### config.mk
export PLATFORM = sky130hd
export DESIGN_NAME = led_fade_step_queue_unit
export DESIGN_NICKNAME = d
export VERILOG_FILES = /design/src/sv/lfsq_pkg.sv /design/src/sv/lfsq_front.sv /design/src/sv/lfsq_job_fifo.sv /design/src/sv/lfsq_back.sv /design/src/sv/led_fade_step_queue_unit.sv
export SDC_FILE = /design/constraint.sdc
export NUM_CORES = 1
export LEC_CHECK = 0
export ABC_AREA = 1
export BUFFER_PORTS_ARGS = -buffer_cell sky130_fd_sc_hd__buf_2
export CAP_MARGIN = 20
export CORE_ASPECT_RATIO = 1.25
export CORE_MARGIN = 5
export CORE_UTILIZATION = 58
export CTS_BUF_LIST = sky130_fd_sc_hd__clkbuf_4 sky130_fd_sc_hd__clkbuf_8
export DETAILED_ROUTE_END_ITERATION = 8
export PLACE_DENSITY_LB_ADDON = 0.15
export SLEW_MARGIN = 20
export SYNTH_ARGS = -nofsm -noshare
export SYNTH_HDL_FRONTEND = slang
export SYNTH_SLANG_ARGS = --single-unit
### constraint.sdc
create_clock -name clock -period 2.8 [get_ports clock]
set_clock_uncertainty 0.1 [all_clocks]
set_input_delay 0.84 -clock clock [delete_from_list [all_inputs] [get_ports clock]]
set_output_delay 0.84 -clock clock [all_outputs]
set_load 0.02 [all_outputs]
### src/sv/lfsq_pkg.sv
`default_nettype none
// ----------------------------------------------------------------------------
// LED fade step queue package
// Command codes, job encoding and step entry layout shared by the front end,
// the job queue and the back end of the fade step queue.
// ----------------------------------------------------------------------------
package lfsq_pkg;

   // Default depth of the step queue.
   localparam int QUEUE_DEPTH_DEFAULT = 16;

   // Level space. Level indices travel in fixed 6-bit fields.
   localparam int LEVEL_COUNT = 64;
   localparam int LEVEL_WIDTH = 6;
   localparam int HOLD_WIDTH  = 8;
   localparam int MODE_WIDTH  = 3;

   localparam logic [LEVEL_WIDTH-1:0] TOP_LEVEL = LEVEL_WIDTH'(LEVEL_COUNT - 1);

   // Every step of a range run is held for one tick.
   localparam logic [HOLD_WIDTH-1:0] RANGE_HOLD = HOLD_WIDTH'(1);

   // Command codes on the request mode field.
   localparam logic [MODE_WIDTH-1:0] MODE_TICK  = 3'd0;
   localparam logic [MODE_WIDTH-1:0] MODE_SET   = 3'd1;
   localparam logic [MODE_WIDTH-1:0] MODE_INC   = 3'd2;
   localparam logic [MODE_WIDTH-1:0] MODE_DEC   = 3'd3;
   localparam logic [MODE_WIDTH-1:0] MODE_RANGE = 3'd4;
   localparam logic [MODE_WIDTH-1:0] MODE_CLEAR = 3'd5;

   // Depth of the job queue between front and back end.
   localparam int JOB_FIFO_DEPTH = 2;

   typedef enum logic [2:0] {
      JOB_NOP,
      JOB_TICK,
      JOB_SET,
      JOB_INC,
      JOB_DEC,
      JOB_RANGE,
      JOB_CLEAR
   } job_op_type;

   // A classified command. For a range, level is the clamped end and start
   // the clamped start.
   typedef struct packed {
      job_op_type             op;
      logic [LEVEL_WIDTH-1:0] level;
      logic [LEVEL_WIDTH-1:0] start;
      logic [HOLD_WIDTH-1:0]  hold;
   } job_type;

   // One entry of the step store.
   typedef struct packed {
      logic [LEVEL_WIDTH-1:0] level;
      logic [HOLD_WIDTH-1:0]  hold;
   } step_type;

endpackage
`default_nettype wire

### src/sv/lfsq_front.sv
`default_nettype none
// ----------------------------------------------------------------------------
// LED fade step queue front end
// Takes command beats, tracks the busy flag and turns each command into a job.
// ----------------------------------------------------------------------------
module lfsq_front (
   input  wire logic                               clock,
   input  wire logic                               reset,
   input  wire logic                               start,
   output logic                                    busy,
   input  wire logic [lfsq_pkg::MODE_WIDTH-1:0]    req_mode,
   input  wire logic [lfsq_pkg::LEVEL_WIDTH-1:0]   req_target_index,
   input  wire logic [lfsq_pkg::LEVEL_WIDTH-1:0]   req_range_start,
   input  wire logic [lfsq_pkg::HOLD_WIDTH-1:0]    req_hold_ticks,
   input  wire logic                               done,
   output logic                                    job_push,
   output lfsq_pkg::job_type                       job
);

   logic busy_ff;
   logic busy_in;
   logic [lfsq_pkg::LEVEL_WIDTH-1:0] clamp_start;
   logic [lfsq_pkg::LEVEL_WIDTH-1:0] clamp_end;

   assign job_push = start && !busy_ff;
   assign busy     = busy_ff;

   // Range ends above the top level are pulled down to it.
   assign clamp_start = (req_range_start > lfsq_pkg::TOP_LEVEL) ?
                        lfsq_pkg::TOP_LEVEL : req_range_start;
   assign clamp_end   = (req_target_index > lfsq_pkg::TOP_LEVEL) ?
                        lfsq_pkg::TOP_LEVEL : req_target_index;

   always_comb begin
      job.op    = lfsq_pkg::JOB_NOP;
      job.level = req_target_index;
      job.start = clamp_start;
      job.hold  = req_hold_ticks;
      case (req_mode)
         lfsq_pkg::MODE_TICK: begin
            job.op = lfsq_pkg::JOB_TICK;
         end
         lfsq_pkg::MODE_SET: begin
            // A level outside the table is ignored.
            job.op = (req_target_index > lfsq_pkg::TOP_LEVEL) ?
                     lfsq_pkg::JOB_NOP : lfsq_pkg::JOB_SET;
         end
         lfsq_pkg::MODE_INC: begin
            job.op = lfsq_pkg::JOB_INC;
         end
         lfsq_pkg::MODE_DEC: begin
            job.op = lfsq_pkg::JOB_DEC;
         end
         lfsq_pkg::MODE_RANGE: begin
            job.op    = lfsq_pkg::JOB_RANGE;
            job.level = clamp_end;
            job.hold  = lfsq_pkg::RANGE_HOLD;
         end
         lfsq_pkg::MODE_CLEAR: begin
            job.op = lfsq_pkg::JOB_CLEAR;
         end
         default: begin
            job.op = lfsq_pkg::JOB_NOP;
         end
      endcase
   end

   always_comb begin
      busy_in = busy_ff;
      if (job_push) begin
         busy_in = 1'b1;
      end else if (done) begin
         busy_in = 1'b0;
      end
   end

   always_ff @(posedge clock) begin
      if (reset) begin
         busy_ff <= 1'b0;
      end else begin
         busy_ff <= busy_in;
      end
   end

endmodule
`default_nettype wire

### src/sv/lfsq_job_fifo.sv
`default_nettype none
// ----------------------------------------------------------------------------
// LED fade step queue job FIFO
// Short queue of classified jobs between the front end and the back end.
// ----------------------------------------------------------------------------
module lfsq_job_fifo (
   input  wire logic              clock,
   input  wire logic              reset,
   input  wire logic              push,
   input  wire lfsq_pkg::job_type push_job,
   input  wire logic              pop,
   output logic                   job_valid,
   output lfsq_pkg::job_type      head_job
);

   localparam int PtrWidth   = $clog2(lfsq_pkg::JOB_FIFO_DEPTH);
   localparam int CountWidth = $clog2(lfsq_pkg::JOB_FIFO_DEPTH + 1);

   lfsq_pkg::job_type entry_ff [lfsq_pkg::JOB_FIFO_DEPTH];
   logic [PtrWidth-1:0]   wr_ptr_ff;
   logic [PtrWidth-1:0]   wr_ptr_in;
   logic [PtrWidth-1:0]   rd_ptr_ff;
   logic [PtrWidth-1:0]   rd_ptr_in;
   logic [CountWidth-1:0] count_ff;
   logic [CountWidth-1:0] count_in;
   logic                  do_push;
   logic                  do_pop;

   assign job_valid = (count_ff != '0);
   assign head_job  = entry_ff[rd_ptr_ff];
   assign do_push   = push && (count_ff != CountWidth'(lfsq_pkg::JOB_FIFO_DEPTH));
   assign do_pop    = pop && job_valid;

   always_comb begin
      wr_ptr_in = wr_ptr_ff;
      rd_ptr_in = rd_ptr_ff;
      count_in  = count_ff;
      if (do_push) begin
         wr_ptr_in = (wr_ptr_ff == PtrWidth'(lfsq_pkg::JOB_FIFO_DEPTH - 1)) ?
                     '0 : wr_ptr_ff + PtrWidth'(1);
      end
      if (do_pop) begin
         rd_ptr_in = (rd_ptr_ff == PtrWidth'(lfsq_pkg::JOB_FIFO_DEPTH - 1)) ?
                     '0 : rd_ptr_ff + PtrWidth'(1);
      end
      if (do_push && !do_pop) begin
         count_in = count_ff + CountWidth'(1);
      end else if (do_pop && !do_push) begin
         count_in = count_ff - CountWidth'(1);
      end
   end

   always_ff @(posedge clock) begin
      if (do_push) begin
         entry_ff[wr_ptr_ff] <= push_job;
      end
   end

   always_ff @(posedge clock) begin
      if (reset) begin
         wr_ptr_ff <= '0;
         rd_ptr_ff <= '0;
         count_ff  <= '0;
      end else begin
         wr_ptr_ff <= wr_ptr_in;
         rd_ptr_ff <= rd_ptr_in;
         count_ff  <= count_in;
      end
   end

endmodule
`default_nettype wire

### src/sv/lfsq_back.sv
`default_nettype none
// ----------------------------------------------------------------------------
// LED fade step queue back end
// Holds the step store and the shown level, carries out one job at a time
// and presents the result beat.
// ----------------------------------------------------------------------------
module lfsq_back #(
   parameter int QUEUE_DEPTH = lfsq_pkg::QUEUE_DEPTH_DEFAULT
) (
   input  wire logic                                     clock,
   input  wire logic                                     reset,
   input  wire logic                                     job_valid,
   input  wire lfsq_pkg::job_type                        head_job,
   output logic                                          job_pop,
   output logic                                          done,
   output logic                                          rsp_valid,
   output logic [lfsq_pkg::LEVEL_WIDTH-1:0]              rsp_current_index,
   output logic                                          rsp_level_changed,
   output logic [lfsq_pkg::HOLD_WIDTH-1:0]               rsp_hold_left,
   output logic                                          rsp_max_reached,
   output logic                                          rsp_rising,
   output logic [$clog2(QUEUE_DEPTH+1)-1:0]              rsp_queue_count
);

   localparam int PtrWidth   = $clog2(QUEUE_DEPTH);
   localparam int CountWidth = $clog2(QUEUE_DEPTH + 1);

   typedef enum logic [2:0] {
      ST_IDLE,
      ST_EXEC,
      ST_POP,
      ST_RANGE,
      ST_RESULT
   } state_type;

   state_type                          state_ff, state_in;
   lfsq_pkg::job_type                  job_ff, job_in;
   logic [PtrWidth-1:0]                head_ff, head_in;
   logic [PtrWidth-1:0]                tail_ff, tail_in;
   logic [CountWidth-1:0]              fill_ff, fill_in;
   logic [lfsq_pkg::LEVEL_WIDTH-1:0]   shown_ff, shown_in;
   logic [lfsq_pkg::HOLD_WIDTH-1:0]    hold_ff, hold_in;
   logic                               top_ff, top_in;
   logic                               dir_ff, dir_in;
   logic                               changed_ff, changed_in;
   logic [lfsq_pkg::LEVEL_WIDTH-1:0]   cur_ff, cur_in;

   lfsq_pkg::step_type                 store [QUEUE_DEPTH];
   lfsq_pkg::step_type                 rd_step_ff;

   logic                               push_req;
   lfsq_pkg::step_type                 push_step;
   logic                               store_wr;
   logic [lfsq_pkg::LEVEL_WIDTH-1:0]   step_level;
   logic [lfsq_pkg::LEVEL_WIDTH-1:0]   range_next;

   // Level the increment or decrement aims at, saturating at either end.
   always_comb begin
      step_level = shown_ff;
      if (job_ff.op == lfsq_pkg::JOB_INC) begin
         if (shown_ff < lfsq_pkg::TOP_LEVEL) begin
            step_level = shown_ff + lfsq_pkg::LEVEL_WIDTH'(1);
         end
      end else if (shown_ff != '0) begin
         step_level = shown_ff - lfsq_pkg::LEVEL_WIDTH'(1);
      end
   end

   assign range_next = (cur_ff < job_ff.level) ? cur_ff + lfsq_pkg::LEVEL_WIDTH'(1) :
                                                 cur_ff - lfsq_pkg::LEVEL_WIDTH'(1);

   always_comb begin
      state_in   = state_ff;
      job_in     = job_ff;
      head_in    = head_ff;
      tail_in    = tail_ff;
      fill_in    = fill_ff;
      shown_in   = shown_ff;
      hold_in    = hold_ff;
      top_in     = top_ff;
      dir_in     = dir_ff;
      changed_in = changed_ff;
      cur_in     = cur_ff;
      job_pop    = 1'b0;
      push_req   = 1'b0;
      push_step  = '{level: job_ff.level, hold: job_ff.hold};
      store_wr   = 1'b0;

      case (state_ff)
         ST_IDLE: begin
            if (job_valid) begin
               job_pop    = 1'b1;
               job_in     = head_job;
               changed_in = 1'b0;
               state_in   = ST_EXEC;
            end
         end
         ST_EXEC: begin
            state_in = ST_RESULT;
            case (job_ff.op)
               lfsq_pkg::JOB_TICK: begin
                  if (hold_ff == '0) begin
                     if (fill_ff != '0) begin
                        // The head entry is read this cycle and loaded next.
                        head_in  = (head_ff == PtrWidth'(QUEUE_DEPTH - 1)) ?
                                   '0 : head_ff + PtrWidth'(1);
                        fill_in  = fill_ff - CountWidth'(1);
                        state_in = ST_POP;
                     end
                  end else begin
                     hold_in = hold_ff - lfsq_pkg::HOLD_WIDTH'(1);
                  end
               end
               lfsq_pkg::JOB_SET: begin
                  push_req = 1'b1;
               end
               lfsq_pkg::JOB_INC,
               lfsq_pkg::JOB_DEC: begin
                  push_req        = (step_level != shown_ff);
                  push_step.level = step_level;
                  top_in          = (step_level == lfsq_pkg::TOP_LEVEL);
                  dir_in          = (job_ff.op == lfsq_pkg::JOB_INC);
               end
               lfsq_pkg::JOB_RANGE: begin
                  if (job_ff.start == job_ff.level) begin
                     push_req = 1'b1;
                  end else begin
                     cur_in   = job_ff.start;
                     state_in = ST_RANGE;
                  end
               end
               lfsq_pkg::JOB_CLEAR: begin
                  head_in = '0;
                  tail_in = '0;
                  fill_in = '0;
               end
               default: begin
                  state_in = ST_RESULT;
               end
            endcase
         end
         ST_POP: begin
            shown_in   = rd_step_ff.level;
            hold_in    = rd_step_ff.hold - lfsq_pkg::HOLD_WIDTH'(1);
            changed_in = 1'b1;
            state_in   = ST_RESULT;
         end
         ST_RANGE: begin
            // One step of the run is queued per cycle.
            push_req        = 1'b1;
            push_step.level = range_next;
            cur_in          = range_next;
            if (range_next == job_ff.level) begin
               state_in = ST_RESULT;
            end
         end
         ST_RESULT: begin
            state_in = ST_IDLE;
         end
         default: begin
            state_in = ST_IDLE;
         end
      endcase

      // A push to a full store is dropped.
      if (push_req && (fill_ff != CountWidth'(QUEUE_DEPTH))) begin
         store_wr = 1'b1;
         tail_in  = (tail_ff == PtrWidth'(QUEUE_DEPTH - 1)) ?
                    '0 : tail_ff + PtrWidth'(1);
         fill_in  = fill_ff + CountWidth'(1);
      end
   end

   always_ff @(posedge clock) begin
      if (store_wr) begin
         store[tail_ff] <= push_step;
      end
      rd_step_ff <= store[head_ff];
   end

   always_ff @(posedge clock) begin
      job_ff <= job_in;
      cur_ff <= cur_in;
      if (reset) begin
         state_ff   <= ST_IDLE;
         head_ff    <= '0;
         tail_ff    <= '0;
         fill_ff    <= '0;
         shown_ff   <= '0;
         hold_ff    <= '0;
         top_ff     <= 1'b0;
         dir_ff     <= 1'b0;
         changed_ff <= 1'b0;
      end else begin
         state_ff   <= state_in;
         head_ff    <= head_in;
         tail_ff    <= tail_in;
         fill_ff    <= fill_in;
         shown_ff   <= shown_in;
         hold_ff    <= hold_in;
         top_ff     <= top_in;
         dir_ff     <= dir_in;
         changed_ff <= changed_in;
      end
   end

   assign done              = (state_ff == ST_RESULT);
   assign rsp_valid         = (state_ff == ST_RESULT);
   assign rsp_current_index = shown_ff;
   assign rsp_level_changed = changed_ff;
   assign rsp_hold_left     = hold_ff;
   assign rsp_max_reached   = top_ff;
   assign rsp_rising        = dir_ff;
   assign rsp_queue_count   = fill_ff;

   // The fill count never passes the store depth.
   assert property (@(posedge clock) disable iff (reset)
      fill_ff <= CountWidth'(QUEUE_DEPTH))
      else $error("step store fill count above depth");

   // A pop always reports a level change in the result that follows it.
   assert property (@(posedge clock) disable iff (reset)
      (state_ff == ST_POP) |=> (state_ff == ST_RESULT) && changed_ff)
      else $error("pop not reported as a level change");

   // A range run never steps while already sitting on its end.
   assert property (@(posedge clock) disable iff (reset)
      (state_ff == ST_RANGE) |-> (cur_ff != job_ff.level))
      else $error("range run passed its end");

   // Head and tail meet only when the store is empty or full.
   assert property (@(posedge clock) disable iff (reset)
      (head_ff == tail_ff) |-> (fill_ff == '0) || (fill_ff == CountWidth'(QUEUE_DEPTH)))
      else $error("step store pointers out of step with fill count");

endmodule
`default_nettype wire

### src/sv/led_fade_step_queue_unit.sv
`default_nettype none
// ----------------------------------------------------------------------------
// LED fade step queue unit
// Command-driven queue of LED brightness steps with tick-driven playback.
// ----------------------------------------------------------------------------
// A command beat is taken when start is high and busy is low, and the block
// then works on it alone: busy stays high until its single result beat has
// been shown on the rsp_ ports for one cycle with rsp_valid high. There is no
// way to hold results off, so the receiver must take every rsp_valid cycle.
// A tick, set, increment, decrement, clear or single-step range goes from
// acceptance through the job queue and the idle, execute and result states
// of the back end to the result beat (a tick that pops a step also passes
// the pop state, because the step store read is registered); the next
// command can be accepted on the cycle after the result beat. A range from
// start to end pushes one step per cycle in the range state, through the
// step store write port. Steps pushed into a full queue are dropped.
//
// Inside, a front end classifies each command into a job and places it in a
// two-entry job queue; the back end pulls jobs from that queue, owns the step
// store, the shown level and the hold counter, and drives the result ports
// from its registers. The step store has no reset: only entries that were
// written are ever read.
// ----------------------------------------------------------------------------
module led_fade_step_queue_unit #(
   parameter int QUEUE_DEPTH = lfsq_pkg::QUEUE_DEPTH_DEFAULT
) (
   input  wire logic                                   clock,
   input  wire logic                                   reset,
   input  wire logic                                   start,
   output logic                                        busy,
   input  wire logic [lfsq_pkg::MODE_WIDTH-1:0]        req_mode,
   input  wire logic [lfsq_pkg::LEVEL_WIDTH-1:0]       req_target_index,
   input  wire logic [lfsq_pkg::LEVEL_WIDTH-1:0]       req_range_start,
   input  wire logic [lfsq_pkg::HOLD_WIDTH-1:0]        req_hold_ticks,
   output logic                                        rsp_valid,
   output logic [lfsq_pkg::LEVEL_WIDTH-1:0]            rsp_current_index,
   output logic                                        rsp_level_changed,
   output logic [lfsq_pkg::HOLD_WIDTH-1:0]             rsp_hold_left,
   output logic                                        rsp_max_reached,
   output logic                                        rsp_rising,
   output logic [$clog2(QUEUE_DEPTH+1)-1:0]            rsp_queue_count
);

   // Job handoff between the front end and the job queue.
   logic              job_push;
   lfsq_pkg::job_type new_job;

   // Job handoff between the job queue and the back end.
   logic              job_valid;
   logic              job_pop;
   lfsq_pkg::job_type head_job;

   // The back end signals the result beat so the front end can drop busy.
   logic              done;

   lfsq_front u_front (
      .clock            (clock),
      .reset            (reset),
      .start            (start),
      .busy             (busy),
      .req_mode         (req_mode),
      .req_target_index (req_target_index),
      .req_range_start  (req_range_start),
      .req_hold_ticks   (req_hold_ticks),
      .done             (done),
      .job_push         (job_push),
      .job              (new_job)
   );

   lfsq_job_fifo u_job_fifo (
      .clock     (clock),
      .reset     (reset),
      .push      (job_push),
      .push_job  (new_job),
      .pop       (job_pop),
      .job_valid (job_valid),
      .head_job  (head_job)
   );

   lfsq_back #(
      .QUEUE_DEPTH (QUEUE_DEPTH)
   ) u_back (
      .clock             (clock),
      .reset             (reset),
      .job_valid         (job_valid),
      .head_job          (head_job),
      .job_pop           (job_pop),
      .done              (done),
      .rsp_valid         (rsp_valid),
      .rsp_current_index (rsp_current_index),
      .rsp_level_changed (rsp_level_changed),
      .rsp_hold_left     (rsp_hold_left),
      .rsp_max_reached   (rsp_max_reached),
      .rsp_rising        (rsp_rising),
      .rsp_queue_count   (rsp_queue_count)
   );

endmodule
`default_nettype wire

# Yosys cells after proc, flatten, opt, wreduce, memory -nomap -nowiden
# Memory sizes are Yosys's and may differ from the RTL's. A register that Yosys moved wholly into a read port is not among the register bits.
# Index checks and enable logic that the tools add are counted.
# Widths: inputs -> output; s select.
[totals] wordCells=157 memories=2 out_inout_bits=24 register_bits=44 ram_bits=270 input_bits=26
[op_classes] n_eq_ne=33 order_cmp=4 n_reduce_logical=34 add_sub_neg=14 muxes=56
[mem_list] memory="u_back.store" words=16 width=14 read_ports=1 rd_clocked_by_memory_dff=1 write_ports=1 line="lfsq_back.sv:48" text="lfsq_pkg::step_type store [QUEUE_DEPTH];"
[mem_list] memory="u_job_fifo.entry_ff" words=2 width=23 read_ports=1 rd_clocked_by_memory_dff=1 write_ports=1 line="lfsq_job_fifo.sv:19" text="lfsq_pkg::job_type entry_ff [lfsq_pkg::JOB_FIFO_DEPTH];"
[op_table] op="$mux 6" n=10
[op_table] op="$mux 4" n=7
[op_table] op="$mux 8" n=3
[op_table] op="$pmux 6 s2" n=2
[op_table] op="$mux 5" n=4
[op_table] op="$eq 3x2->1 const B" n=6
[op_table] op="$eq 3x3->1 const B" n=6
[op_table] op="$pmux 3 s6" n=1
[op_table] op="$reduce_bool 2->1" n=9
[op_table] op="$pmux 8 s2" n=1
[op_table] op="$sub 8x1->8 const B" n=2
[op_table] op="$mux 3" n=5
[op_table] op="$mux 1" n=13
[op_table] op="$add 6x1->6 const B" n=2
[op_table] op="$eq 6x6->1" n=2
[op_table] op="$gt 6x6->1 const B" n=2
[op_table] op="$pmux 3 s4" n=1
[op_table] op="$sub 6x1->6 const B" n=2
[op_table] op="$ne 2x2->1 const B" n=5
[op_table] op="$pmux 5 s2" n=1
[op_table] op="$reduce_and 2->1" n=5
[op_table] op="$eq 3x1->1 const B" n=3
[op_table] op="$add 4x1->4 const B" n=2
[op_table] op="$eq 4x4->1 const B" n=2
[op_table] op="27 further kinds" n=45

# Depth between registers and ports, before layout
# Gate-level depths: netlist (run 1).
[logic_depth] ltp_word=10 mapped_depth=20

# Modules after synthesis
# From an unflattened synthesis (run 1), not the netlist that was laid out.
[hier_totals] hier_cells=1277 area_unflattened_um2=14989.4
[modules_own_cells] mod="lfsq_back" n_inst=1 cells_each=1123 area_each_um2=12874.8
[modules_own_cells] mod="lfsq_job_fifo" n_inst=1 cells_each=107 area_each_um2=1903.1
[modules_own_cells] mod="lfsq_front" n_inst=1 cells_each=47 area_each_um2=211.5

# Worst setup path before layout (run 1)
# OpenSTA, ideal clock, no wires.
[synth_timing] path_kind="register to register" startpoint="register u_back.cur_ff[5] (netlist name)" endpoint="memory u_back.store[0][12] (netlist name), data pin" arrival_time_ps=2397 path_stages_with_launch=12 synth_period_minus_slack_ps=2879 path_buffers=0 setup_slack_ps=-79 setup_time_ps=382 cell_sequence="edfxtp_1 > ha_1 > nand2_1 > nor2_1 > nand2_1 > nand3_1 > inv_1 > fa_1 > o21ai_0 > xor2_1 > nand2_1 > o221ai_1"
[synth_lines] element="start: declaration" line="lfsq_back.sv:46" text="logic [lfsq_pkg::LEVEL_WIDTH-1:0] cur_ff, cur_in;"
[synth_lines] element="start signal: assignment" line="lfsq_back.sv:183" text="cur_ff <= cur_in;"
[synth_lines] element="end: declaration" line="lfsq_back.sv:48"

==> out/summary.json, run 1 <==
{
  "floorplanning": {
    "core.rowCount": 65,
    "dieWidth_um": 153,
    "initial_utilization_pct": 59.0,
    "num_ports": 50,
    "fp.dieArea_um2": 29000,
    "fp.coreArea_um2": 25300,
    "die_h_um": 189
  },
  "setup_path": {
    "critical_path.reg2reg.startpoint": "u_back.cur_ff[3]$_DFFE_PP_",
    "critPathArrivalTime_ns": 2.97,
    "critical_path_type": "flip-flop to flip-flop",
    "timing.critical_path.cells": "ha_1, nand2_1, inv_1, o21bai_4, nand3_4, buf_4, ha_4, nand2_1, inv_2, nand3_2, nand3_2, nand3_2, nand3_2, o221ai_2, buf_12",
    "ff2ff_path_depth": 15,
    "timing.reg2reg.setup_slack_ns": 0.05,
    "wp_buf_inv": 4,
    "rr_endpoint": "u_back.store[1][13]$_DFFE_PP_",
    "crit_family": "simple AND/OR/NAND/NOR gates",
    "crit_path_top_delay_cell": "sky130_fd_sc_hd__edfxtp_1",
    "timing.critical_path.from_type": "flip-flop",
    "cp.required_ns": 3.02,
    "cell_seen_most_often_among_critical_path_stages": "sky130_fd_sc_hd__nand3_2",
    "critPathCaptureType": "flip-flop",
    "critPathMaxFanout": 16,
    "critical_path.max_stage_delay_ns": 0.40,
    "crit_path_cell_count": 15
  },
  "synthesis": {
    "synthesis.area_per_instance_um2": 11.8,
    "ys_ff_latch": 351,
    "postSynthNetCount": 1316,
    "ys_seq_area_share_pct": 67.2,
    "post_synth_instance_area_um2": 14900,
    "yosysWarningCount": 0,
    "post_synth_num_cell_types": 42,
    "synth_cells": 1267
  },
  "timing": {
    "final_hold_viol_count": 0,
    "grt_setup_unrepaired": "true",
    "fmax_ghz": 0.364,
    "maxSlewHeadroom_pct": 46.6,
    "timing.final.crit_share_pct": 98.1,
    "setup_slack_ns": 0.0535,
    "hold_slack_ns": 0.357,
    "final_period_minus_worst_setup_slack_ns": 2.75,
    "setup_violations": 0,
    "report.final.slew_viol_count": 0,
    "worst_pin_slew_ns": 0.800
  },
  "layout": {
    "diodes": 0,
    "final_layout_size_suffix_gt1_share_pct": 21.6,
    "final_nets": 1445,
    "syn_to_final_growth_pct": 17.3
  },
  "placed_design": {
    "gp_congestion": 0.862,
    "place_hpwl_um": 22100,
    "quantity_of_i_o_buffers_inserted_on_ports": 49,
    "dpl_worst_slack_ns": -0.146
  },
  "route": {
    "total_number_of_vias": 10107,
    "wl_per_cell_um": 19.4,
    "drc": 0,
    "drt-pass1-iter-count": 6,
    "avgViaCountPerCell": 5.69,
    "drtAntennaViolNets": 0,
    "totalWireLength_um": 34400,
    "drt_iter0_markers": 872
  },
  "global_route": {
    "grt.total_usage_pct": 23.5,
    "overflow": 0,
    "grt_pass1_wl_um": 53700,
    "grt_max_degree": 116,
    "initial_antenna_violation_count": 0,
    "grt_pass1_vias": 10034
  },
  "worst_hold_path": {
    "hold_path_startpoint": "u_back.rsp_rising$_SDFFE_PP0P_",
    "worstHoldPathCells": 2,
    "min_delay_worst_endpoint": "u_back.rsp_rising$_SDFFE_PP0P_",
    "min_path_type": "flip-flop to flip-flop"
  },
  "status": {
    "run_status": "complete, no violations"
  },
  "pwr": {
    "power.static_leakage_nw": 6.55,
    "power.total_w": 0.0160,
    "power.density_cell_area_nw_per_um2": 917,
    "ir_worst_vdd_mv": 0.477
  },
  "cts": {
    "cts_htree_levels": 2,
    "clk_pin_slew_ns": 0.06,
    "clock-root-buffer": "sky130_fd_sc_hd__clkbuf_8",
    "tritoncts.num_buffers": 53,
    "tritoncts_num_sinks": 351,
    "clkLatencyLatePin_ns": 0.58,
    "cts_buffer_depth": 3,
    "tritoncts": "yes"
  },
  "flow_run": {
    "cap_viol_max_count": 0
  }
}
repair_timing:
| action | in CTS | in global routing |
|---|---|---|
| pin swaps | 13 | 16 |
| setup buffers | 2 | 5 |
| setup endpoints to repair | 65 | 62 |
| resized for setup | 11 | 29 |
| hold buffers | 0 | 0 |
worst max path at each step:
stage | from | to | slack, ns
floorplan | u_back.rsp_current_index[0]$_SDFFE_PP0P_ | u_back.store[11][0]$_DFFE_PP_ | -0.02
global placement | u_back.cur_ff[1]$_DFFE_PP_ | u_back.state_ff[2]$_SDFFE_PP0P_ | -0.05
detailed placement | u_back.cur_ff[5]$_DFFE_PP_ | u_back.state_ff[2]$_SDFFE_PP0P_ | -0.15
CTS | u_back.job_ff[17]$_DFFE_PP_ | u_back.state_ff[2]$_SDFFE_PP0P_ | 0.02
global route | u_back.job_ff[17]$_DFFE_PP_ | u_back.state_ff[2]$_SDFFE_PP0P_ | -0.11
finish | u_back.cur_ff[3]$_DFFE_PP_ | u_back.store[1][13]$_DFFE_PP_ | 0.05
cells by family (layout without fill, tap and decap cells):
kind of cell             after synthesis  count (layout)  share of synthesized area [%]
adder cells (fa/ha/maj)               23              23                           1.98
AO/OA/AOI/OAI                        227             227                           9.75
multiplexers                          43              43                           2.89
AND/OR/NAND/NOR                      446             446                           12.7
buffers and inverters                154             327                           4.14
flip-flops                           351             351                           67.2
XOR/XNOR                              23              23                           1.35
flip-flops by register name, summed over array words and instances, names as in the netlist, 5 cells and up:
register / flops
u_back.cur_ff: 6
u_back.job_ff: 23
u_back.rd_step_ff: 14
u_back.rsp_current_index: 6
u_back.rsp_hold_left: 8
u_back.rsp_queue_count: 5
u_back.store: 224
u_job_fifo.entry_ff: 46
worst min-delay path: stages (launching register included):
cell                      delay (ns)
sky130_fd_sc_hd__dfxtp_1        0.31
sky130_fd_sc_hd__nand2_1        0.06
sky130_fd_sc_hd__a21oi_1        0.05
final cells by class:
cell class	instances	area, µm²
Clock buffer	81	1010
Clock inverter	18	170
Fill cell	1826	7800
Inverter	88	330
Multi-Input combinational cell	762	4440
Sequential cell	351	10000
Tap cell	335	419
Timing Repair Buffer	140	1090
synth_stat cells (all sizes together):
master,instances,area (µm²)
xnor2,6,52.6
xor2,17,149
a211oi,2,15.0
nor2,162,633
ha,22,275
a21oi,33,165
nand3b,1,7.51
inv,88,330
fa,1,20.0
o22ai,4,25.0
clkbuf,53,199
buf,13,88.8
o221ai,45,394
nand3,55,290
edfxtp,299,8980
a21boi,1,18.8
o21bai,4,30.0
a31oi,2,12.5
dfxtp,52,1040
mux2i,43,430
nor3b,1,7.51
nor3,8,45.0
nand2,209,847
o32ai,12,105
nand4,5,31.3
a221oi,1,15.0
or2,5,31.3
o21ai,103,523
o211ai,19,143
o31ai,1,7.51
metrics by stage:
step / area (µm²) / cells / setup TNS [ns] / util (%)
after floorplan: 14900 / 1267 / -0.778 / -
after global placement: 16100 / 1669 / -0.364 / 63.6
after detailed placement: 16100 / 1669 / -3.05 / 63.6
after CTS: 17300 / 1769 / 0 / 68.5
after global routing: 17500 / 1775 / -1.79 / 69.2
final: 17500 / 1775 / 0 / 69.2
placed cells by master, fill, tap and decap left out, types with 4 or more instances in the layout:
cell type                  netlist  routed
sky130_fd_sc_hd__nand2_1       196     193
sky130_fd_sc_hd__or2_2           4       4
sky130_fd_sc_hd__mux2i_1        43      43
sky130_fd_sc_hd__inv_1          79      74
sky130_fd_sc_hd__buf_12          0      12
sky130_fd_sc_hd__o211ai_1       19      19
sky130_fd_sc_hd__nor2_1        158     151
sky130_fd_sc_hd__o22ai_1         4       4
sky130_fd_sc_hd__ha_4            0       4
sky130_fd_sc_hd__xnor2_1         6       6
sky130_fd_sc_hd__o21ai_0        95      91
sky130_fd_sc_hd__buf_4           2      76
sky130_fd_sc_hd__nand2_2         7      10
sky130_fd_sc_hd__buf_2           8      49
sky130_fd_sc_hd__nand3_1        52      46
sky130_fd_sc_hd__o21ai_2         2       4
sky130_fd_sc_hd__dfxtp_1        52      49
sky130_fd_sc_hd__o221ai_1       45      43
sky130_fd_sc_hd__a21oi_1        33      30
sky130_fd_sc_hd__o21ai_1         6       8
sky130_fd_sc_hd__clkinv_1        0       4
sky130_fd_sc_hd__nor3_1          7       7
sky130_fd_sc_hd__nor2_2          1       7
sky130_fd_sc_hd__clkbuf_4        0      17
sky130_fd_sc_hd__xor2_1         17      16
sky130_fd_sc_hd__clkinv_2        0       9
sky130_fd_sc_hd__nor2_4          3       4
sky130_fd_sc_hd__o32ai_1        12      12
sky130_fd_sc_hd__ha_1           22      18
sky130_fd_sc_hd__nand3_2         3       8
sky130_fd_sc_hd__inv_2           9      14
sky130_fd_sc_hd__clkbuf_8        0      65
sky130_fd_sc_hd__nand2_4         6       6
sky130_fd_sc_hd__nand4_1         5       5
sky130_fd_sc_hd__edfxtp_1      299     299
layer usage:
| metal | part of all wire [%] | up-vias | GRT usage (%) |
|---|---|---|---|
| met5 | 0 | - | 0 |
| met4 | 2.4 | 0 | 7.58 |
| met3 | 6.3 | 64 | 3.96 |
| met2 | 50 | 340 | 39.7 |
| met1 | 41 | 4913 | 31.5 |
| li1 | - | 4790 | - |
power by group:
group	switching (W)	total, W	leakage (nW)	internal (W)
logic	0.00250	0.00413	2.77	0.00163
clock network	0.00190	0.00451	0.635	0.00260
registers	0.000583	0.00740	3.14	0.00682
total	0.00499	0.0160	6.55	0.0111
Power figures use the tool's default switching activity.
==> run 2: changes to the inputs <==
- CELL_PAD_IN_SITES_DETAIL_PLACEMENT: default -> 0
- CELL_PAD_IN_SITES_GLOBAL_PLACEMENT: default -> 1
- CORE_UTILIZATION: 58 -> 47
==> run 2 against run 1 <==
Effect of this change:
- register-to-register slack worse by 0.02 ns
- clock power hardly changed
- critical path depth unchanged
- sequential share of layout area is 0.073 points lower
- setup slack got worse by 0.021 ns
- critical path type unchanged
- highest routed layer unchanged
==> out/summary.json, run 2 (same netlist as run 1, synthesis figures left out) <==
{
  "cts": {
    "clock-root-buffer": "sky130_fd_sc_hd__clkbuf_8",
    "clkLatencyLatePin": {"value": 0.59, "unit": "ns", "change": "about the same"},
    "cts_htree_levels": {"value": 2, "change": "unchanged"},
    "clk_pin_slew": {"value": 0.07, "unit": "ns", "change": "about the same"},
    "tritoncts.num_buffers": {"value": 53, "change": "unchanged"},
    "cts-hold-fix-buffers": {"value": 0, "change": "unchanged"},
    "tritoncts": "yes",
    "tritoncts_num_sinks": {"value": 351, "change": "unchanged"},
    "cts_buffer_depth": {"value": 3, "change": "unchanged"}
  },
  "setup_path": {
    "ff2ff_path_depth": {"value": 15, "change": "unchanged"},
    "cp.required": {"value": 3.03, "unit": "ns", "change": "about the same"},
    "critPathMaxFanout": {"value": 16, "change": "unchanged"},
    "rr_endpoint": "u_back.store[13][13]$_DFFE_PP_",
    "critical_path.reg2reg.startpoint": "u_back.cur_ff[3]$_DFFE_PP_",
    "crit_path_top_delay_cell": "sky130_fd_sc_hd__edfxtp_1",
    "timing.reg2reg.setup_slack": {"value": 0.03, "unit": "ns", "change": "-0.02 ns"},
    "critPathLaunch": "u_back.cur_ff[3]$_DFFE_PP_",
    "timing.critical_path.cells": "ha_1, nand2_1, inv_1, o21bai_2, nand3_4, buf_4, ha_4, nand2_1, inv_1, nand3_2, nand3_2, nand3_2, nand3_2, o221ai_2, buf_12",
    "timing.critical_path.from_type": "flip-flop",
    "critical_path.max_stage_delay": {"value": 0.39, "unit": "ns", "change": "about the same"},
    "critPathCapture": "u_back.store[13][13]$_DFFE_PP_",
    "cell_seen_most_often_among_critical_path_stages": "sky130_fd_sc_hd__nand3_2",
    "wp_buf_inv": {"value": 4, "change": "unchanged"},
    "critical_path_type": "flip-flop to flip-flop",
    "critPathArrivalTime": {"value": 3.00, "unit": "ns", "change": "+0.03 ns"},
    "critPathCaptureType": "flip-flop",
    "crit_family": "simple AND/OR/NAND/NOR gates",
    "crit_path_cell_count": {"value": 15, "change": "unchanged"}
  },
  "floorplanning": {
    "initial_utilization": {"value": 47.2, "unit": "%", "change": "-12 points"},
    "fp.coreArea": {"value": 31600, "unit": "µm²", "change": "+25%"},
    "num_ports": {"value": 50, "change": "unchanged"},
    "die_h": {"value": 209, "unit": "µm", "change": "+11%"},
    "dieWidth": {"value": 169, "unit": "µm", "change": "+10%"},
    "fp.dieArea": {"value": 35400, "unit": "µm²", "change": "+22%"},
    "core.rowCount": {"value": 73, "change": "+12%"}
  },
  "layout": {
    "layout.cells.most_common": "sky130_fd_sc_hd__edfxtp_1",
    "largest_register_ff_count": {"value": 224, "change": "unchanged"},
    "diodes": {"value": 0, "change": "unchanged"},
    "nFillCells": {"value": 2756, "change": "+51%"},
    "post-route-cell-area": {"value": 17500, "unit": "µm²", "change": "+0.11%"},
    "final_nets": {"value": 1439, "change": "-0.42%"},
    "layout.cells.most_common_list": "sky130_fd_sc_hd__edfxtp_1, sky130_fd_sc_hd__nand2_1, sky130_fd_sc_hd__nor2_1, sky130_fd_sc_hd__o21ai_0, sky130_fd_sc_hd__inv_1",
    "largestRegisters": "u_back.store (224), u_job_fifo.entry_ff (46), u_back.job_ff (23)",
    "syn_to_final_growth_pct": 17.4,
    "final_layout_size_suffix_gt1_share": {"value": 20.6, "unit": "%", "change": "-1.0 points"},
    "post_route_insts_no_fill": {"value": 1844, "change": "+3.9%"},
    "register_bank_with_the_most_flops": "u_back.store"
  },
  "pwr": {
    "power.static_leakage": {"value": 6.49, "unit": "nW", "change": "-0.88%"},
    "power.density_cell_area": {"value": 914, "unit": "nW/µm²", "change": "-0.34%"},
    "ir_worst_vdd": {"value": 0.557, "unit": "mV", "change": "+17%"}
  },
  "timing": {
    "final_period_minus_worst_setup_slack": {"value": 2.77, "unit": "ns", "change": "+0.0210 ns"},
    "final_hold_viol_count": {"value": 0, "change": "unchanged"},
    "setup_violations": {"value": 0, "change": "unchanged"},
    "fmax": {"value": 0.361, "unit": "GHz", "change": "-0.76%"},
    "report.final.slew_viol_count": {"value": 0, "change": "unchanged"},
    "maxSlewHeadroom": {"value": 45.1, "unit": "%", "change": "-1.5 points"},
    "worst_pin_slew": {"value": 0.822, "unit": "ns", "change": "+0.0225 ns"},
    "timing.final.crit_share": {"value": 98.8, "unit": "%", "change": "+0.75 points"},
    "grt_setup_unrepaired": "true",
    "setup_slack": {"value": 0.0324, "unit": "ns", "change": "-0.0210 ns"}
  },
  "route": {
    "drt-pass1-iter-count": {"value": 7, "change": "+1"},
    "avgViaCountPerCell": {"value": 5.31, "change": "-6.8%"},
    "drt_iter0_markers": {"value": 826, "change": "-5.3%"},
    "wl_per_cell": {"value": 19.1, "unit": "µm", "change": "-1.4%"},
    "total_number_of_vias": {"value": 9783, "change": "-3.2%"},
    "drc": {"value": 0, "change": "unchanged"},
    "drtAntennaViolNets": {"value": 0, "change": "unchanged"},
    "totalWireLength": {"value": 35300, "unit": "µm", "change": "+2.4%"}
  },
  "global_route": {
    "grt_pass1_wl": {"value": 54600, "unit": "µm", "change": "+1.6%"},
    "met2_usage": {"value": 33.9, "unit": "%", "change": "-5.7 points"},
    "overflow": {"value": 0, "change": "unchanged"},
    "met3_track_utilization_from_global_routing": {"value": 3.35, "unit": "%", "change": "-0.61 points"},
    "grt_max_degree": {"value": 116, "change": "unchanged"},
    "globalRouteMet1Util": {"value": 26.1, "unit": "%", "change": "-5.4 points"},
    "grt.total_usage": {"value": 19.9, "unit": "%", "change": "-3.6 points"},
    "grt_pass1_vias": {"value": 9613, "change": "-4.2%"},
    "initial_antenna_violation_count": {"value": 0, "change": "unchanged"},
    "gr-max-usage-layer": "met2"
  },
  "status": {
    "run_status": "complete, no violations"
  },
  "placed_design": {
    "dpl.cell_count": {"value": 1743, "change": "+4.4%"},
    "quantity_of_i_o_buffers_inserted_on_ports": {"value": 49, "change": "unchanged"},
    "dpl_worst_slack": {"value": -0.0964, "unit": "ns", "change": "+0.0495 ns"},
    "gp_congestion": {"value": 0.866, "change": "+0.46%"},
    "place_hpwl": {"value": 22800, "unit": "µm", "change": "+3.0%"},
    "detailed_place.area": {"value": 16200, "unit": "µm²", "change": "+0.54%"}
  },
  "flow_run": {
    "cap_viol_max_count": {"value": 0, "change": "unchanged"}
  },
  "worst_hold_path": {
    "min_path_type": "primary input to flip-flop"
  }
}
[run 2: changes by cell type in the layout (fill, tap and decap cells not counted), sizes merged]
cell	delta
inv	-2
bufinv	+2
clkinvlp	+3
buf	-5
clkbuf	-10
clkinv	+4
[run 2: report_power, final]
group	switching, W	internal [W]	leakage [nW]	total, W
sequential	0.000602	0.00682	3.14	0.00742
clock	0.00191	0.00256	0.605	0.00448
combinational	0.00249	0.00162	2.75	0.00411
[run 2: final cells by class]
| cell class | instances | area [µm²] | share of cell area (%) |
|---|---|---|---|
| Inverter | 88 | 333 | 1.90 |
| Tap cell | 412 | 515 | 2.94 |
| Timing Repair Buffer | 134 | 1060 | 6.06 |
| Clock inverter | 25 | 250 | 1.43 |
| Multi-Input combinational cell | 762 | 4420 | 25.3 |
| Sequential cell | 351 | 10000 | 57.2 |
| Clock buffer | 72 | 903 | 5.16 |
[run 2: worst min-delay path by stage]
stage	slack (ns)	end	depth (start not counted)	startpoint
2_1_floorplan	0.35	u_back.rsp_current_index[4]$_SDFFE_PP0P_	2	u_back.rd_step_ff[12]$_DFF_P_
3_3_place_gp	0.35	u_back.rsp_level_changed$_SDFFE_PP0P_	2	u_back.rsp_level_changed$_SDFFE_PP0P_
3_5_place_dp	0.35	u_back.rsp_level_changed$_SDFFE_PP0P_	2	u_back.rsp_level_changed$_SDFFE_PP0P_
4_1_cts	0.30	u_job_fifo.entry_ff[0][13]$_DFFE_PP_	1	req_range_start[5]
5_1_grt	0.30	u_job_fifo.entry_ff[1][16]$_DFFE_PP_	1	req_target_index[2]
6_report	0.33	u_job_fifo.entry_ff[1][16]$_DFFE_PP_	1	req_target_index[2]
[run 2: per-stage QoR]
step / hold slack, ns / setup TNS (ns) / total power (W) / utilization, %
finish: 0.334 / 0 / 0.0160 / 55.4
global route: 0.298 / -4.28 / 0.0169 / 55.4
CTS: 0.298 / 0 / 0.0159 / 54.9
detailed placement: 0.352 / -2.74 / 0.0114 / 51.2
global placement: 0.346 / -1.55 / 0.0113 / 51.2
floorplan: 0.354 / -0.778 / 0.00969 / -
[run 2: metal layers]
layer | part of all wire, % | up-vias
met5 | 0 | -
met2 | 50 | 192
li1 | - | 4760
met4 | 2.4 | 0
met3 | 3.8 | 58
met1 | 44 | 4773
[run 2: timing repair]
item,4_1_cts,5_1_grt
setup buffers,0,3
endpoints found under the setup margin,51,95
gates resized for setup,5,29
pin swaps,0,7
